`src/rtl/odc_pkg.sv`:
```
`timescale 1ns / 1ps
`default_nettype none

package odc_pkg;

	localparam int MAX_WHEELS = 4;
	localparam int WHEEL_W = 2;
	localparam int CNT_W = 32;
	localparam int DIFF_W = CNT_W + 1;
	localparam int TPR_W = 16;
	localparam int MASK_W = 4;
	localparam int RPM_W = 16;
	localparam int DIV_W = 32;
	localparam int RECIP_W = 2 * DIV_W;
	localparam int PROD_W = 40;
	localparam int Q5_W = 30;
	localparam int CFG_IDX_W = 1;
	localparam int DEF_QUEUE_DEPTH = 2;

	localparam logic [9:0] TPM_SCALE = 10'd600;
	localparam logic [2:0] POLL_LIMIT = 3'd5;
	localparam logic [DIV_W-1:0] DIV5_RECIP = 32'hCCCC_CCCD;
	localparam int DIV5_SHIFT = 34;
	localparam logic [TPR_W-1:0] TPR_RESET = 16'd1980;
	localparam logic [MASK_W-1:0] MASK_RESET = 4'd10;

	localparam logic [CFG_IDX_W-1:0] REG_TICKS_PER_REV = 1'd0;
	localparam logic [CFG_IDX_W-1:0] REG_REVERSE_MASK = 1'd1;

	typedef struct packed {
		logic [MASK_W-1:0] a_levels;
		logic [MASK_W-1:0] b_levels;
		logic              poll_tick;
		logic              clear_wheel;
		logic [WHEEL_W-1:0] wheel;
	} odc_in_t;

	typedef struct packed {
		logic signed [CNT_W-1:0] ticks;
		logic signed [CNT_W-1:0] ticks_per_minute;
		logic signed [RPM_W-1:0] rpm;
	} odc_out_t;

	typedef struct packed {
		logic [CNT_W-1:0]                     ticks;
		logic                                 sel_ok;
		logic [WHEEL_W-1:0]                   wheel;
		logic                                 update;
		logic [MAX_WHEELS-1:0][DIFF_W-1:0]    diff;
	} odc_job_t;

	typedef struct packed {
		logic             start;
		logic [DIV_W-1:0] dividend;
		logic [TPR_W-1:0] divisor;
	} odc_div_req_t;

	typedef struct packed {
		logic             done;
		logic [DIV_W-1:0] quotient;
	} odc_div_rsp_t;

endpackage

`default_nettype wire

```
`src/rtl/odc_front.sv`:
```
`timescale 1ns / 1ps
`default_nettype none

module odc_front import odc_pkg::*; #(
	parameter int NUM_WHEELS = MAX_WHEELS
) (
	input  wire logic              clk,
	input  wire logic              arst_n,
	input  wire logic              take,
	input  wire odc_in_t           item,
	input  wire logic [MASK_W-1:0] reverse_mask,
	output odc_job_t               job
);

	localparam int WI_W = (NUM_WHEELS > 1) ? $clog2(NUM_WHEELS) : 1;

	logic [NUM_WHEELS-1:0] last_a_q;
	logic [CNT_W-1:0]      count_q [NUM_WHEELS];
	logic [CNT_W-1:0]      snap_q [NUM_WHEELS];
	logic [CNT_W-1:0]      count_n [NUM_WHEELS];
	logic [CNT_W-1:0]      snap_n [NUM_WHEELS];
	logic [CNT_W-1:0]      snap_c [NUM_WHEELS];
	logic [2:0]            poll_q;
	logic [2:0]            poll_inc;
	logic                  update;
	logic                  sel_ok;
	logic [NUM_WHEELS-1:0] rising;

	assign rising   = item.a_levels[NUM_WHEELS-1:0] & ~last_a_q;
	assign poll_inc = poll_q + 3'd1;
	assign update   = item.poll_tick && (poll_inc >= POLL_LIMIT);
	assign sel_ok   = int'(item.wheel) < NUM_WHEELS;

	always_comb begin
		job = '0;
		for (int w = 0; w < NUM_WHEELS; w++) begin
			count_n[w] = count_q[w];
			if (rising[w]) begin
				count_n[w] = (item.b_levels[w] == reverse_mask[w]) ?
					count_q[w] + 32'd1 : count_q[w] - 32'd1;
			end
			snap_c[w] = snap_q[w];
			if (item.clear_wheel && (item.wheel == WHEEL_W'(w))) begin
				count_n[w] = '0;
				snap_c[w]  = '0;
			end
			snap_n[w] = update ? count_n[w] : snap_c[w];
			job.diff[w] = {count_n[w][CNT_W-1], count_n[w]} - {snap_c[w][CNT_W-1], snap_c[w]};
		end
		job.sel_ok = sel_ok;
		job.wheel  = item.wheel;
		job.update = update;
		job.ticks  = sel_ok ? count_n[item.wheel[WI_W-1:0]] : '0;
	end

	always_ff @(posedge clk or negedge arst_n) begin
		if (!arst_n) begin
			last_a_q <= '0;
			poll_q   <= '0;
			for (int w = 0; w < NUM_WHEELS; w++) begin
				count_q[w] <= '0;
				snap_q[w]  <= '0;
			end
		end else if (take) begin
			last_a_q <= item.a_levels[NUM_WHEELS-1:0];
			if (item.poll_tick) begin
				poll_q <= update ? 3'd0 : poll_inc;
			end
			for (int w = 0; w < NUM_WHEELS; w++) begin
				count_q[w] <= count_n[w];
				snap_q[w]  <= snap_n[w];
			end
		end
	end

endmodule

`default_nettype wire

```
`src/rtl/odc_fifo.sv`:
```
`timescale 1ns / 1ps
`default_nettype none

module odc_fifo import odc_pkg::*; #(
	parameter int DEPTH = DEF_QUEUE_DEPTH
) (
	input  wire logic     clk,
	input  wire logic     arst_n,
	input  wire logic     push,
	input  wire odc_job_t push_data,
	output logic          full,
	input  wire logic     pop,
	output odc_job_t      pop_data,
	output logic          empty
);

	localparam int PTR_W = (DEPTH > 1) ? $clog2(DEPTH) : 1;
	localparam int LVL_W = $clog2(DEPTH + 1);

	odc_job_t         mem_q [DEPTH];
	logic [PTR_W-1:0] wr_q;
	logic [PTR_W-1:0] rd_q;
	logic [LVL_W-1:0] lvl_q;

	assign full     = lvl_q == LVL_W'(DEPTH);
	assign empty    = lvl_q == '0;
	assign pop_data = mem_q[rd_q];

	always_ff @(posedge clk) begin
		if (push) begin
			mem_q[wr_q] <= push_data;
		end
	end

	always_ff @(posedge clk or negedge arst_n) begin
		if (!arst_n) begin
			wr_q  <= '0;
			rd_q  <= '0;
			lvl_q <= '0;
		end else begin
			if (push) begin
				wr_q <= (wr_q == PTR_W'(DEPTH - 1)) ? '0 : wr_q + PTR_W'(1);
			end
			if (pop) begin
				rd_q <= (rd_q == PTR_W'(DEPTH - 1)) ? '0 : rd_q + PTR_W'(1);
			end
			case ({push, pop})
				2'b10:   lvl_q <= lvl_q + LVL_W'(1);
				2'b01:   lvl_q <= lvl_q - LVL_W'(1);
				default: lvl_q <= lvl_q;
			endcase
		end
	end

endmodule

`default_nettype wire

```
`src/rtl/odc_div.sv`:
```
`timescale 1ns / 1ps
`default_nettype none

module odc_div import odc_pkg::*; (
	input  wire logic         clk,
	input  wire logic         arst_n,
	input  wire odc_div_req_t req,
	output odc_div_rsp_t      rsp
);

	localparam int STEP_W = $clog2(DIV_W);

	logic              busy_q;
	logic              done_q;
	logic [STEP_W-1:0] step_q;
	logic [TPR_W-1:0]  rem_q;
	logic [DIV_W-1:0]  quo_q;
	logic [TPR_W-1:0]  dvs_q;
	logic [TPR_W:0]    trial;
	logic              fits;
	logic [TPR_W-1:0]  rem_n;

	assign trial = {rem_q, quo_q[DIV_W-1]};
	assign fits  = trial >= {1'b0, dvs_q};
	assign rem_n = fits ? TPR_W'(trial - {1'b0, dvs_q}) : trial[TPR_W-1:0];

	assign rsp.done     = done_q;
	assign rsp.quotient = quo_q;

	always_ff @(posedge clk or negedge arst_n) begin
		if (!arst_n) begin
			busy_q <= 1'b0;
			done_q <= 1'b0;
			step_q <= '0;
		end else begin
			done_q <= 1'b0;
			if (req.start) begin
				busy_q <= 1'b1;
				step_q <= '0;
			end else if (busy_q) begin
				step_q <= step_q + STEP_W'(1);
				if (step_q == STEP_W'(DIV_W - 1)) begin
					busy_q <= 1'b0;
					done_q <= 1'b1;
				end
			end
		end
	end

	always_ff @(posedge clk) begin
		if (req.start) begin
			rem_q <= '0;
			quo_q <= req.dividend;
			dvs_q <= req.divisor;
		end else if (busy_q) begin
			rem_q <= rem_n;
			quo_q <= {quo_q[DIV_W-2:0], fits};
		end
	end

endmodule

`default_nettype wire

```
`src/rtl/odc_back.sv`:
```
`timescale 1ns / 1ps
`default_nettype none

module odc_back import odc_pkg::*; #(
	parameter int NUM_WHEELS = MAX_WHEELS
) (
	input  wire logic             clk,
	input  wire logic             arst_n,
	input  wire logic             job_valid,
	input  wire odc_job_t         job,
	output logic                  job_pop,
	input  wire logic [TPR_W-1:0] ticks_per_rev,
	output odc_div_req_t          div_req,
	input  wire odc_div_rsp_t     div_rsp,
	output logic                  out_valid,
	input  wire logic             out_ready,
	output odc_out_t              out_data
);

	localparam int WI_W = (NUM_WHEELS > 1) ? $clog2(NUM_WHEELS) : 1;

	typedef enum logic [5:0] {
		ST_IDLE     = 6'b000001,
		ST_SPD_GO   = 6'b000010,
		ST_SPD_MUL  = 6'b000100,
		ST_SPD_SAT  = 6'b001000,
		ST_RPM_GO   = 6'b010000,
		ST_RPM_WAIT = 6'b100000
	} odc_state_t;

	odc_state_t        state_q;
	logic              done_wait_q;
	odc_job_t          job_q;
	logic [WI_W-1:0]   w_q;
	logic              neg_q;
	logic [Q5_W-1:0]   q5_q;
	logic [PROD_W-1:0] prod_q;
	logic [RPM_W-1:0]  rpm_q;
	logic [CNT_W-1:0]  speed_q [NUM_WHEELS];
	logic              out_valid_q;
	odc_out_t          out_data_q;

	logic [DIFF_W-1:0]  diff_sel;
	logic [DIFF_W-1:0]  diff_mag;
	logic [RECIP_W-1:0] recip_prod;
	logic [CNT_W-1:0]   spd_sel;
	logic [CNT_W-1:0]   spd_mag;
	logic [CNT_W-1:0]   spd_sat;
	logic [RPM_W-1:0]   rpm_sat;
	logic               rpm_skip;
	logic               load_out;

	assign diff_sel   = job_q.diff[WHEEL_W'(w_q)];
	assign diff_mag   = diff_sel[DIFF_W-1] ? DIFF_W'(-diff_sel) : diff_sel;
	assign recip_prod = RECIP_W'(diff_mag[DIV_W-1:0]) * RECIP_W'(DIV5_RECIP);
	assign spd_sel    = speed_q[job_q.wheel[WI_W-1:0]];
	assign spd_mag    = spd_sel[CNT_W-1] ? CNT_W'(-spd_sel) : spd_sel;
	assign rpm_skip   = !job_q.sel_ok || (ticks_per_rev == '0);
	assign load_out   = done_wait_q && (!out_valid_q || out_ready);

	always_comb begin
		if (!neg_q) begin
			spd_sat = (prod_q > PROD_W'(32'h7FFF_FFFF)) ? 32'h7FFF_FFFF : prod_q[CNT_W-1:0];
		end else begin
			spd_sat = (prod_q > PROD_W'(32'h8000_0000)) ? 32'h8000_0000 :
				CNT_W'(~prod_q[CNT_W-1:0] + 32'd1);
		end
	end

	always_comb begin
		if (!neg_q) begin
			rpm_sat = (div_rsp.quotient > 32'd32767) ? 16'h7FFF :
				div_rsp.quotient[RPM_W-1:0];
		end else begin
			rpm_sat = (div_rsp.quotient > 32'd32768) ? 16'h8000 :
				RPM_W'(~div_rsp.quotient[RPM_W-1:0] + 16'd1);
		end
	end

	always_comb begin
		div_req = '0;
		job_pop = (state_q == ST_IDLE) && !done_wait_q && job_valid;
		if ((state_q == ST_RPM_GO) && !rpm_skip) begin
			div_req.start    = 1'b1;
			div_req.dividend = spd_mag;
			div_req.divisor  = ticks_per_rev;
		end
	end

	always_ff @(posedge clk or negedge arst_n) begin
		if (!arst_n) begin
			state_q     <= ST_IDLE;
			done_wait_q <= 1'b0;
			out_valid_q <= 1'b0;
			w_q         <= '0;
			for (int w = 0; w < NUM_WHEELS; w++) begin
				speed_q[w] <= '0;
			end
		end else begin
			if (out_ready) begin
				out_valid_q <= 1'b0;
			end
			if (load_out) begin
				out_valid_q <= 1'b1;
				done_wait_q <= 1'b0;
			end
			unique case (state_q)
				ST_IDLE: begin
					if (job_pop) begin
						w_q     <= '0;
						state_q <= job.update ? ST_SPD_GO : ST_RPM_GO;
					end
				end
				ST_SPD_GO: begin
					state_q <= ST_SPD_MUL;
				end
				ST_SPD_MUL: begin
					state_q <= ST_SPD_SAT;
				end
				ST_SPD_SAT: begin
					speed_q[w_q] <= spd_sat;
					if (w_q == WI_W'(NUM_WHEELS - 1)) begin
						state_q <= ST_RPM_GO;
					end else begin
						w_q     <= w_q + WI_W'(1);
						state_q <= ST_SPD_GO;
					end
				end
				ST_RPM_GO: begin
					if (rpm_skip) begin
						done_wait_q <= 1'b1;
						state_q     <= ST_IDLE;
					end else begin
						state_q <= ST_RPM_WAIT;
					end
				end
				ST_RPM_WAIT: begin
					if (div_rsp.done) begin
						done_wait_q <= 1'b1;
						state_q     <= ST_IDLE;
					end
				end
				default: state_q <= ST_IDLE;
			endcase
		end
	end

	always_ff @(posedge clk) begin
		if (job_pop) begin
			job_q <= job;
		end
		if (state_q == ST_SPD_GO) begin
			neg_q <= diff_sel[DIFF_W-1];
			q5_q  <= recip_prod[DIV5_SHIFT +: Q5_W];
		end
		if (state_q == ST_SPD_MUL) begin
			prod_q <= PROD_W'(q5_q) * PROD_W'(TPM_SCALE);
		end
		if (state_q == ST_RPM_GO) begin
			neg_q <= spd_sel[CNT_W-1];
			rpm_q <= '0;
		end
		if ((state_q == ST_RPM_WAIT) && div_rsp.done) begin
			rpm_q <= rpm_sat;
		end
		if (load_out) begin
			out_data_q.ticks            <= job_q.sel_ok ? job_q.ticks : '0;
			out_data_q.ticks_per_minute <= job_q.sel_ok ? spd_sel : '0;
			out_data_q.rpm              <= rpm_q;
		end
	end

	assign out_valid = out_valid_q;
	assign out_data  = out_data_q;

endmodule

`default_nettype wire

```
`src/rtl/wheel_odometry_counter_top.sv`:
```
// Channel   Direction  Handshake             Payload
// in        input      in_valid / in_ready   in_data   (odc_in_t)
// out       output     out_valid / out_ready out_data  (odc_out_t)
// cfg       input      cfg_valid / cfg_ready cfg_index, cfg_data
//
// The front takes one request per cycle while the job queue (QUEUE_DEPTH) has room.
// The back takes one request at a time, using the 32-step serial divider for rpm;
// a request with zero ticks_per_rev or an absent wheel skips the divider.
// Every fifth poll adds the speed updates: one pass of SPD_GO, SPD_MUL, SPD_SAT per wheel.
// Reset clears counts, snapshots, speeds and the poll count; config takes its defaults.
// A stalled out channel holds one result; the front keeps filling the queue meanwhile.
`timescale 1ns / 1ps
`default_nettype none

module wheel_odometry_counter_top import odc_pkg::*; #(
	parameter int NUM_WHEELS  = MAX_WHEELS,
	parameter int QUEUE_DEPTH = DEF_QUEUE_DEPTH
) (
	input  wire logic                 clk,
	input  wire logic                 arst_n,
	input  wire logic                 in_valid,
	output logic                      in_ready,
	input  wire odc_in_t              in_data,
	output logic                      out_valid,
	input  wire logic                 out_ready,
	output odc_out_t                  out_data,
	input  wire logic                 cfg_valid,
	output logic                      cfg_ready,
	input  wire logic [CFG_IDX_W-1:0] cfg_index,
	input  wire logic [TPR_W-1:0]     cfg_data
);

	logic [TPR_W-1:0]  tpr_q;
	logic [MASK_W-1:0] rev_q;
	logic              take;
	logic              q_full;
	logic              q_empty;
	logic              q_pop;
	odc_job_t          job;
	odc_job_t          head;
	odc_div_req_t      div_req;
	odc_div_rsp_t      div_rsp;

	assign cfg_ready = 1'b1;
	assign in_ready  = !q_full;
	assign take      = in_valid && in_ready;

	always_ff @(posedge clk or negedge arst_n) begin
		if (!arst_n) begin
			tpr_q <= TPR_RESET;
			rev_q <= MASK_RESET;
		end else if (cfg_valid && cfg_ready) begin
			unique case (cfg_index)
				REG_TICKS_PER_REV: tpr_q <= cfg_data;
				REG_REVERSE_MASK:  rev_q <= cfg_data[MASK_W-1:0];
				default:           tpr_q <= tpr_q;
			endcase
		end
	end

	odc_front #(
		.NUM_WHEELS(NUM_WHEELS)
	) u_front (
		.clk          (clk),
		.arst_n       (arst_n),
		.take         (take),
		.item         (in_data),
		.reverse_mask (rev_q),
		.job          (job)
	);

	odc_fifo #(
		.DEPTH(QUEUE_DEPTH)
	) u_fifo (
		.clk       (clk),
		.arst_n    (arst_n),
		.push      (take),
		.push_data (job),
		.full      (q_full),
		.pop       (q_pop),
		.pop_data  (head),
		.empty     (q_empty)
	);

	odc_div u_div (
		.clk    (clk),
		.arst_n (arst_n),
		.req    (div_req),
		.rsp    (div_rsp)
	);

	odc_back #(
		.NUM_WHEELS(NUM_WHEELS)
	) u_back (
		.clk           (clk),
		.arst_n        (arst_n),
		.job_valid     (!q_empty),
		.job           (head),
		.job_pop       (q_pop),
		.ticks_per_rev (tpr_q),
		.div_req       (div_req),
		.div_rsp       (div_rsp),
		.out_valid     (out_valid),
		.out_ready     (out_ready),
		.out_data      (out_data)
	);

	a_rpm_sign: assert property (@(posedge clk) disable iff (!arst_n)
		out_valid |-> (out_data.rpm == '0 ||
			out_data.rpm[RPM_W-1] == out_data.ticks_per_minute[CNT_W-1]))
		else $error("rpm sign disagrees with ticks per minute");

	a_rpm_zero: assert property (@(posedge clk) disable iff (!arst_n)
		(out_valid && out_data.ticks_per_minute == '0) |-> out_data.rpm == '0)
		else $error("nonzero rpm at zero speed");

	a_clear_wins: assert property (@(posedge clk) disable iff (!arst_n)
		(take && in_data.clear_wheel && (int'(in_data.wheel) < NUM_WHEELS)) |->
			job.ticks == '0)
		else $error("cleared wheel reports nonzero ticks");

endmodule

`default_nettype wire

```
`config.mk`:
```
export PLATFORM = sky130hd
export DESIGN_NAME = wheel_odometry_counter_top
export DESIGN_NICKNAME = d
export VERILOG_FILES = /design/src/rtl/odc_pkg.sv /design/src/rtl/odc_front.sv /design/src/rtl/odc_fifo.sv /design/src/rtl/odc_div.sv /design/src/rtl/odc_back.sv /design/src/rtl/wheel_odometry_counter_top.sv
export SDC_FILE = /design/constraint.sdc
export NUM_CORES = 2
export LEC_CHECK = 0
export BUFFER_PORTS_ARGS = -buffer_cell sky130_fd_sc_hd__buf_4
export CAP_MARGIN = 25
export CORE_ASPECT_RATIO = 0.9
export CORE_UTILIZATION = 35
export CTS_BUF_LIST = sky130_fd_sc_hd__clkbuf_8
export CTS_CLUSTER_DIAMETER = 40
export CTS_CLUSTER_SIZE = 10
export DETAILED_ROUTE_END_ITERATION = 10
export GPL_ROUTABILITY_DRIVEN = 0
export GPL_TIMING_DRIVEN = 0
export PLACE_DENSITY_LB_ADDON = 0.15
export SYNTH_ARGS = -nofsm -noshare
export SYNTH_HDL_FRONTEND = slang
export SYNTH_SLANG_ARGS = --single-unit
```
`constraint.sdc`:
```
create_clock -name clk -period 10.7 [get_ports clk]
set_clock_uncertainty 0.1 [all_clocks]
set_input_delay 1.605 -clock clk [delete_from_list [all_inputs] [get_ports clk]]
set_output_delay 1.605 -clock clk [all_outputs]
set_load 0.1 [all_outputs]
```
# Yosys cells after proc, flatten, opt, wreduce, memory -nomap -nowiden
# Memory sizes are Yosys's and may differ from the RTL's.
# Index checks and enable logic that the tools add are counted.
# word_totals
n_memories	1
in_bits	34
latchBits	0
mem_bits_rw	334
wordCells	220
regBits	827
romBits	0
# op_classes
muxes	76
n_reduce_logical	34
n_div	0
n_shift	0
n_bitwise	8
n_lt_le_gt_ge	11
mul	2
n_eq_ne	21
addsub	24
# memory_table
memory	depth	word_bits	rd	rd_clocked_by_memory_dff	write_ports	line	source
u_fifo.mem_q	2	167	1	0	1	odc_fifo.sv:20	odc_job_t mem_q [DEPTH];
# op_table
cell	n
$mux 32	32
$add 32x1->32 const B	5
$sub 32x32->33	4
$bmux 32 s2	2
$bwmux 128	1
$sub 32x1->32 const B	4
$mux 16	6
$bmux 33 s2	1
$demux 32 s2	1
$mul 32x32->64 const B	1
$neg 32->32	2
$mux 49	1
$gt 40x31->1 const B	1
$gt 40x32->1 const B	1
$mul 30x7->37 const B	1
$pmux 6 s6	1
$mux 33	1
$gt 32x15->1 const B	1
$gt 32x16->1 const B	1
$not 32->32	1
$mux 5	4
$mux 6	3
$ge 17x16->1	1
$mux 1	17
other kinds (38)	83

# Logic depth before layout (Yosys ltp)
# depth
depth_word	8
mapped_depth	39
ltp_nobuf	36

# Cells and area by module
# Synthesis repeated with hierarchy kept, for this count alone.
# unflattened
hier_cells	7567
area_unflattened_um2	83029.6
# by_module_without_submodules
module	area_each_um2	cells_per_inst	n_inst	seq_area_each_um2
odc_back	40053.4	3540	1	13133.8
odc_front	25693.4	3113	1	6581.3
odc_fifo	12727.2	539	1	10189.8
odc_div	3706.1	326	1	1936.9
wheel_odometry_counter_top	849.6	49	1	513.0

# Least setup slack after synthesis
# OpenSTA, ideal clock, no wires.
# synth_timing
path_type	input to register
from	input in_valid
to	memory u_fifo.mem_q[0][0] (netlist bit) (enable)
arrival_time_ns	9.361
path_stages	6
setup_time_ns	0.697
required_time_ns	9.903
setup_slack_ns	0.542
path_cell_list	and2_1 clkbuf_1 inv_1 clkbuf_1 clkbuf_1 nor2_1
# synth_via
elab_chain_len	3
# synth_rtl
element	line	source
start, declared	wheel_odometry_counter_top.sv:21	input wire logic in_valid,
$logic_and 1x1->1	wheel_odometry_counter_top.sv:46	assign take = in_valid && in_ready;
$mux 1	odc_fifo.sv:30	if (push) begin
$mux 1 (implied by the code)	odc_fifo.sv:31	mem_q[wr_q] <= push_data;
end, declared	odc_fifo.sv:20	
# No other way between the ends.

# Worst setup path in the final report
# layout_timing
from	register u_back.w_q[0]
to	register u_back.q5_q[8] (data pin)
# layout_via
elab_chain_len	5
# layout_rtl
element	line	source
start, declared	odc_back.sv:34	logic [WI_W-1:0] w_q;
start signal, assigned	odc_back.sv:125	w_q <= w_q + WI_W'(1);
$bmux 33 s2 (*)	odc_back.sv:53	assign diff_sel = job_q.diff[WHEEL_W'(w_q)];
$mux 33 (implied by the code) (*)	odc_back.sv:53	
$neg 32->32	odc_back.sv:54	assign diff_mag = diff_sel[DIFF_W-1] ? DIFF_W'(-diff_sel) : diff_sel;
$mux 32 (*)	odc_back.sv:54	
$mul 32x32->64 (*)	odc_back.sv:55	assign recip_prod = RECIP_W'(diff_mag[DIV_W-1:0]) * RECIP_W'(DIV5_RECIP);
via u_back.recip_prod[42]	odc_back.sv:45	logic [RECIP_W-1:0] recip_prod;
end signal, assigned	odc_back.sv:154	q5_q <= recip_prod[DIV5_SHIFT +: Q5_W];
end, declared	odc_back.sv:36	logic [Q5_W-1:0] q5_q;
# Mark *: on every way through the listed nets, which the timed path passes. The rest lies on a longest branch. The select of a mux whose other input is x is not followed.
# A chain may end at the register's enable or synchronous reset.

==> results.cfg <==
[run_status]
status = completed

[timing]
hold_violations = 0
setup_viol = 0
fin_crit_sh_pct = 96.3
period_needed_ns = 10.30
finalSetupTns_ns = 0
slew_headroom_pct = 16.2
slew_violations = 0
worst_pin_slew_ns = 1.26
fmax_ghz = 0.0971

[yosys]
yosys_warnings = 0
syn_avg_cell_area_um2 = 10.7
synth_top_area_share_pct = 26.4
ys_seq_elements = 1150
synth_largest_area_cell = edfxtp_1
netlist_instances = 7526
yosysMostFrequentCell = nand2_1
synth-main-ff-cell = edfxtp_1
synth_cell_types = 96
syn-cell-area_um2 = 80700
async_reset_ff_share_pct = 36.9
synth_area_leaders = edfxtp_1 (26%), dfrtp_1 (13%), fa_1 (11%), ha_1 (11%), nand2_1 (4.3%)
synth_commonest_cells = nand2_1 (934), inv_1 (911), ha_1 (719)
synth_edf_count = 710
syn_nets = 8741
ys_seq_area_share_pct = 40.0

[die]
rows = 166
dieArea_um2 = 233000
fp.coreArea_um2 = 228000
ios = 117
die_w_um = 508
die_h_um = 458
start_util_pct = 35.4

[setup_path]
cp_common_cell = inv_1
cp-end-kind = flip-flop
cp_data_arrival_time_ns = 10.84
crit_slowest_cell = mux4_2
cp_max_fo = 10
worstSetupPathType = flip-flop to flip-flop
reg2reg_depth = 36
slowest_delay_ns = 0.58
start_kind = flip-flop
cp.required_ns = 11.24

[drt]
wl_met3_mm = 17.4
dr_total_vias = 58200
drt_wl_total_mm = 253
drt_iter0_markers = 4602
drc_errors = 0
m1WireLength_mm = 116
dr.pass1.iters = 6
via_per_inst = 5.27
drtAntennaViolNets = 0
route.met2.wl_mm = 112
wl_per_cell_um = 22.9
topRoutingLayerUsed = met5

[worst_hold_path]
worstHoldPathType = flip-flop to flip-flop
hold_path_depth = 0

[placed_design]
port_buffers = 114
dp_hpwl_mm = 202

[grt]
grt_pass1_wl_mm = 379
antenna_found_initial = 16
grt_usage_pct = 21.8
grt_overflow = 0
grt_max_degree = 104
first_global_vias = 58600

[clocking]
clockBufferDepth = 3
cts_tree = yes
cts_made_buffers = 162
cts_sinks = 1150
insertion_delay_ns = 0.96
cts.root.buffer_cell = clkbuf_8
clkTransAtPathRegs_ns = 0.08
cts_max_level = 4

[cells_and_area]
area_growth_pct = 12.6
drive_gt1_share_pct = 11.8
final_nets = 9120

[run]
maxCapViolCount = 0
-- cells in the final DEF (no fill, tap or decap), types with 25 or more instances in the layout --
| cell type | count |
|---|---|
| nor4_1 | 25 |
| a31oi_1 | 71 |
| buf_4 | 171 |
| inv_1 | 952 |
| edfxtp_1 | 710 |
| a21oi_1 | 393 |
| and3_1 | 45 |
| xor2_1 | 127 |
| o21a_1 | 44 |
| nor3b_1 | 25 |
| nor2_1 | 260 |
| fa_1 | 461 |
| xnor2_1 | 212 |
| and2_1 | 47 |
| dfrtp_1 | 412 |
| ha_1 | 695 |
| nor3_1 | 71 |
| nand2b_1 | 59 |
| clkbuf_8 | 170 |
| a21boi_0 | 26 |
| a211oi_1 | 34 |
| o31ai_1 | 40 |
| nand3_1 | 99 |
| nand2_1 | 933 |
| nor2b_1 | 61 |
| a22o_1 | 105 |
| mux2_2 | 235 |
| o21bai_1 | 45 |
| a21o_1 | 160 |
| clkbuf_1 | 200 |
| mux4_2 | 79 |
| o21ai_0 | 397 |
| or3_1 | 38 |
| o211ai_1 | 30 |
-- layout make-up --
type / instances / area [µm²]
timing repair buffer: 216 / 2140
buffer: 235 / 988
antenna: 10 / 25.0
multi-input combinational: 5227 / 44900
sequential: 1150 / 32300
inverter: 913 / 3430
clock buffer: 170 / 2340
fill: 22300 / 137000
tap: 3024 / 3780
clock inverter: 113 / 1020
-- flip-flops by register name, summed over array words and instances, names as in the netlist, 32 cells and up --
signal / count
u_back.job_q: 166
u_back.out_data: 78
u_back.prod_q: 37
u_back.speed_q: 120
u_div.quo_q: 32
u_fifo.mem_q: 334
u_front.count_q: 128
u_front.snap_q: 128
-- worst paths after layout --
kind                                            end               from  slack [ns]
min in group asynchronous       u_back.speed_q[122]             arst_n        0.54
max in group asynchronous        u_front.snap_q[39]             arst_n        8.07
worst min register to register  u_back.out_data[57]  u_back.job_q[145]        0.32
worst min-delay path            u_back.out_data[57]  u_back.job_q[145]        0.32
worst max register to register       u_back.q5_q[8]      u_back.w_q[0]        0.40
worst max-delay path                 u_back.q5_q[8]      u_back.w_q[0]        0.40
-- layer usage --
layer	GRT usage, %	up-vias
met5	0	-
met4	6.92	2
met3	4.26	331
met2	33.5	1648
met1	30.7	29200
li1	-	27100
-- per-stage QoR --
step / cells / util, % / hold WS [ns] / setup slack [ns] / instance area, µm²
global route: 11100 / 39.8 / 0.314 / -0.0141 / 90900
detailed placement: 10700 / 37.9 / 0.305 / -2.29 / 86600
CTS: 11000 / 39.7 / 0.307 / 0.0286 / 90500
finish: 11100 / 39.8 / 0.320 / 0.398 / 90900
floorplan: 7526 / - / 0.300 / 0.542 / 80700
global placement: 10700 / 37.4 / 0.302 / -6.77 / 85400
-- cell families after synthesis --
logic type / after synthesis / synth area share [%]
other: 1 / 0.00464
XOR/XNOR: 366 / 3.97
flip-flops: 1150 / 40.0
multiplexers: 332 / 5.70
AO/OA/AOI/OAI: 1545 / 12.1
buffers and inverters: 1149 / 5.40
AND/OR/NAND/NOR: 1802 / 10.2
adder cells (fa/ha/maj): 1181 / 22.6
-- worst max-delay path, delay by kind of cell (launching register included) --
family,cells,cell delay (ns)
flops,1,0.52
buf+inv,11,1.20
fa+ha+maj,10,4.45
xor+xnor,2,0.63
simple gates,5,1.08
compound gates,7,1.41
mux,1,0.58
-- repair_timing --
action	4_1_cts	5_1_grt
hold endpoints to repair	0	0
hold buffers	0	0
pin swaps	10	12
endpoints found under the setup margin	30	18
gates resized for setup	101	44
buffers inserted	13	14
Power is not shown: default switching activity piles up to over one toggle a cycle in this logic, so the estimate is an artifact.
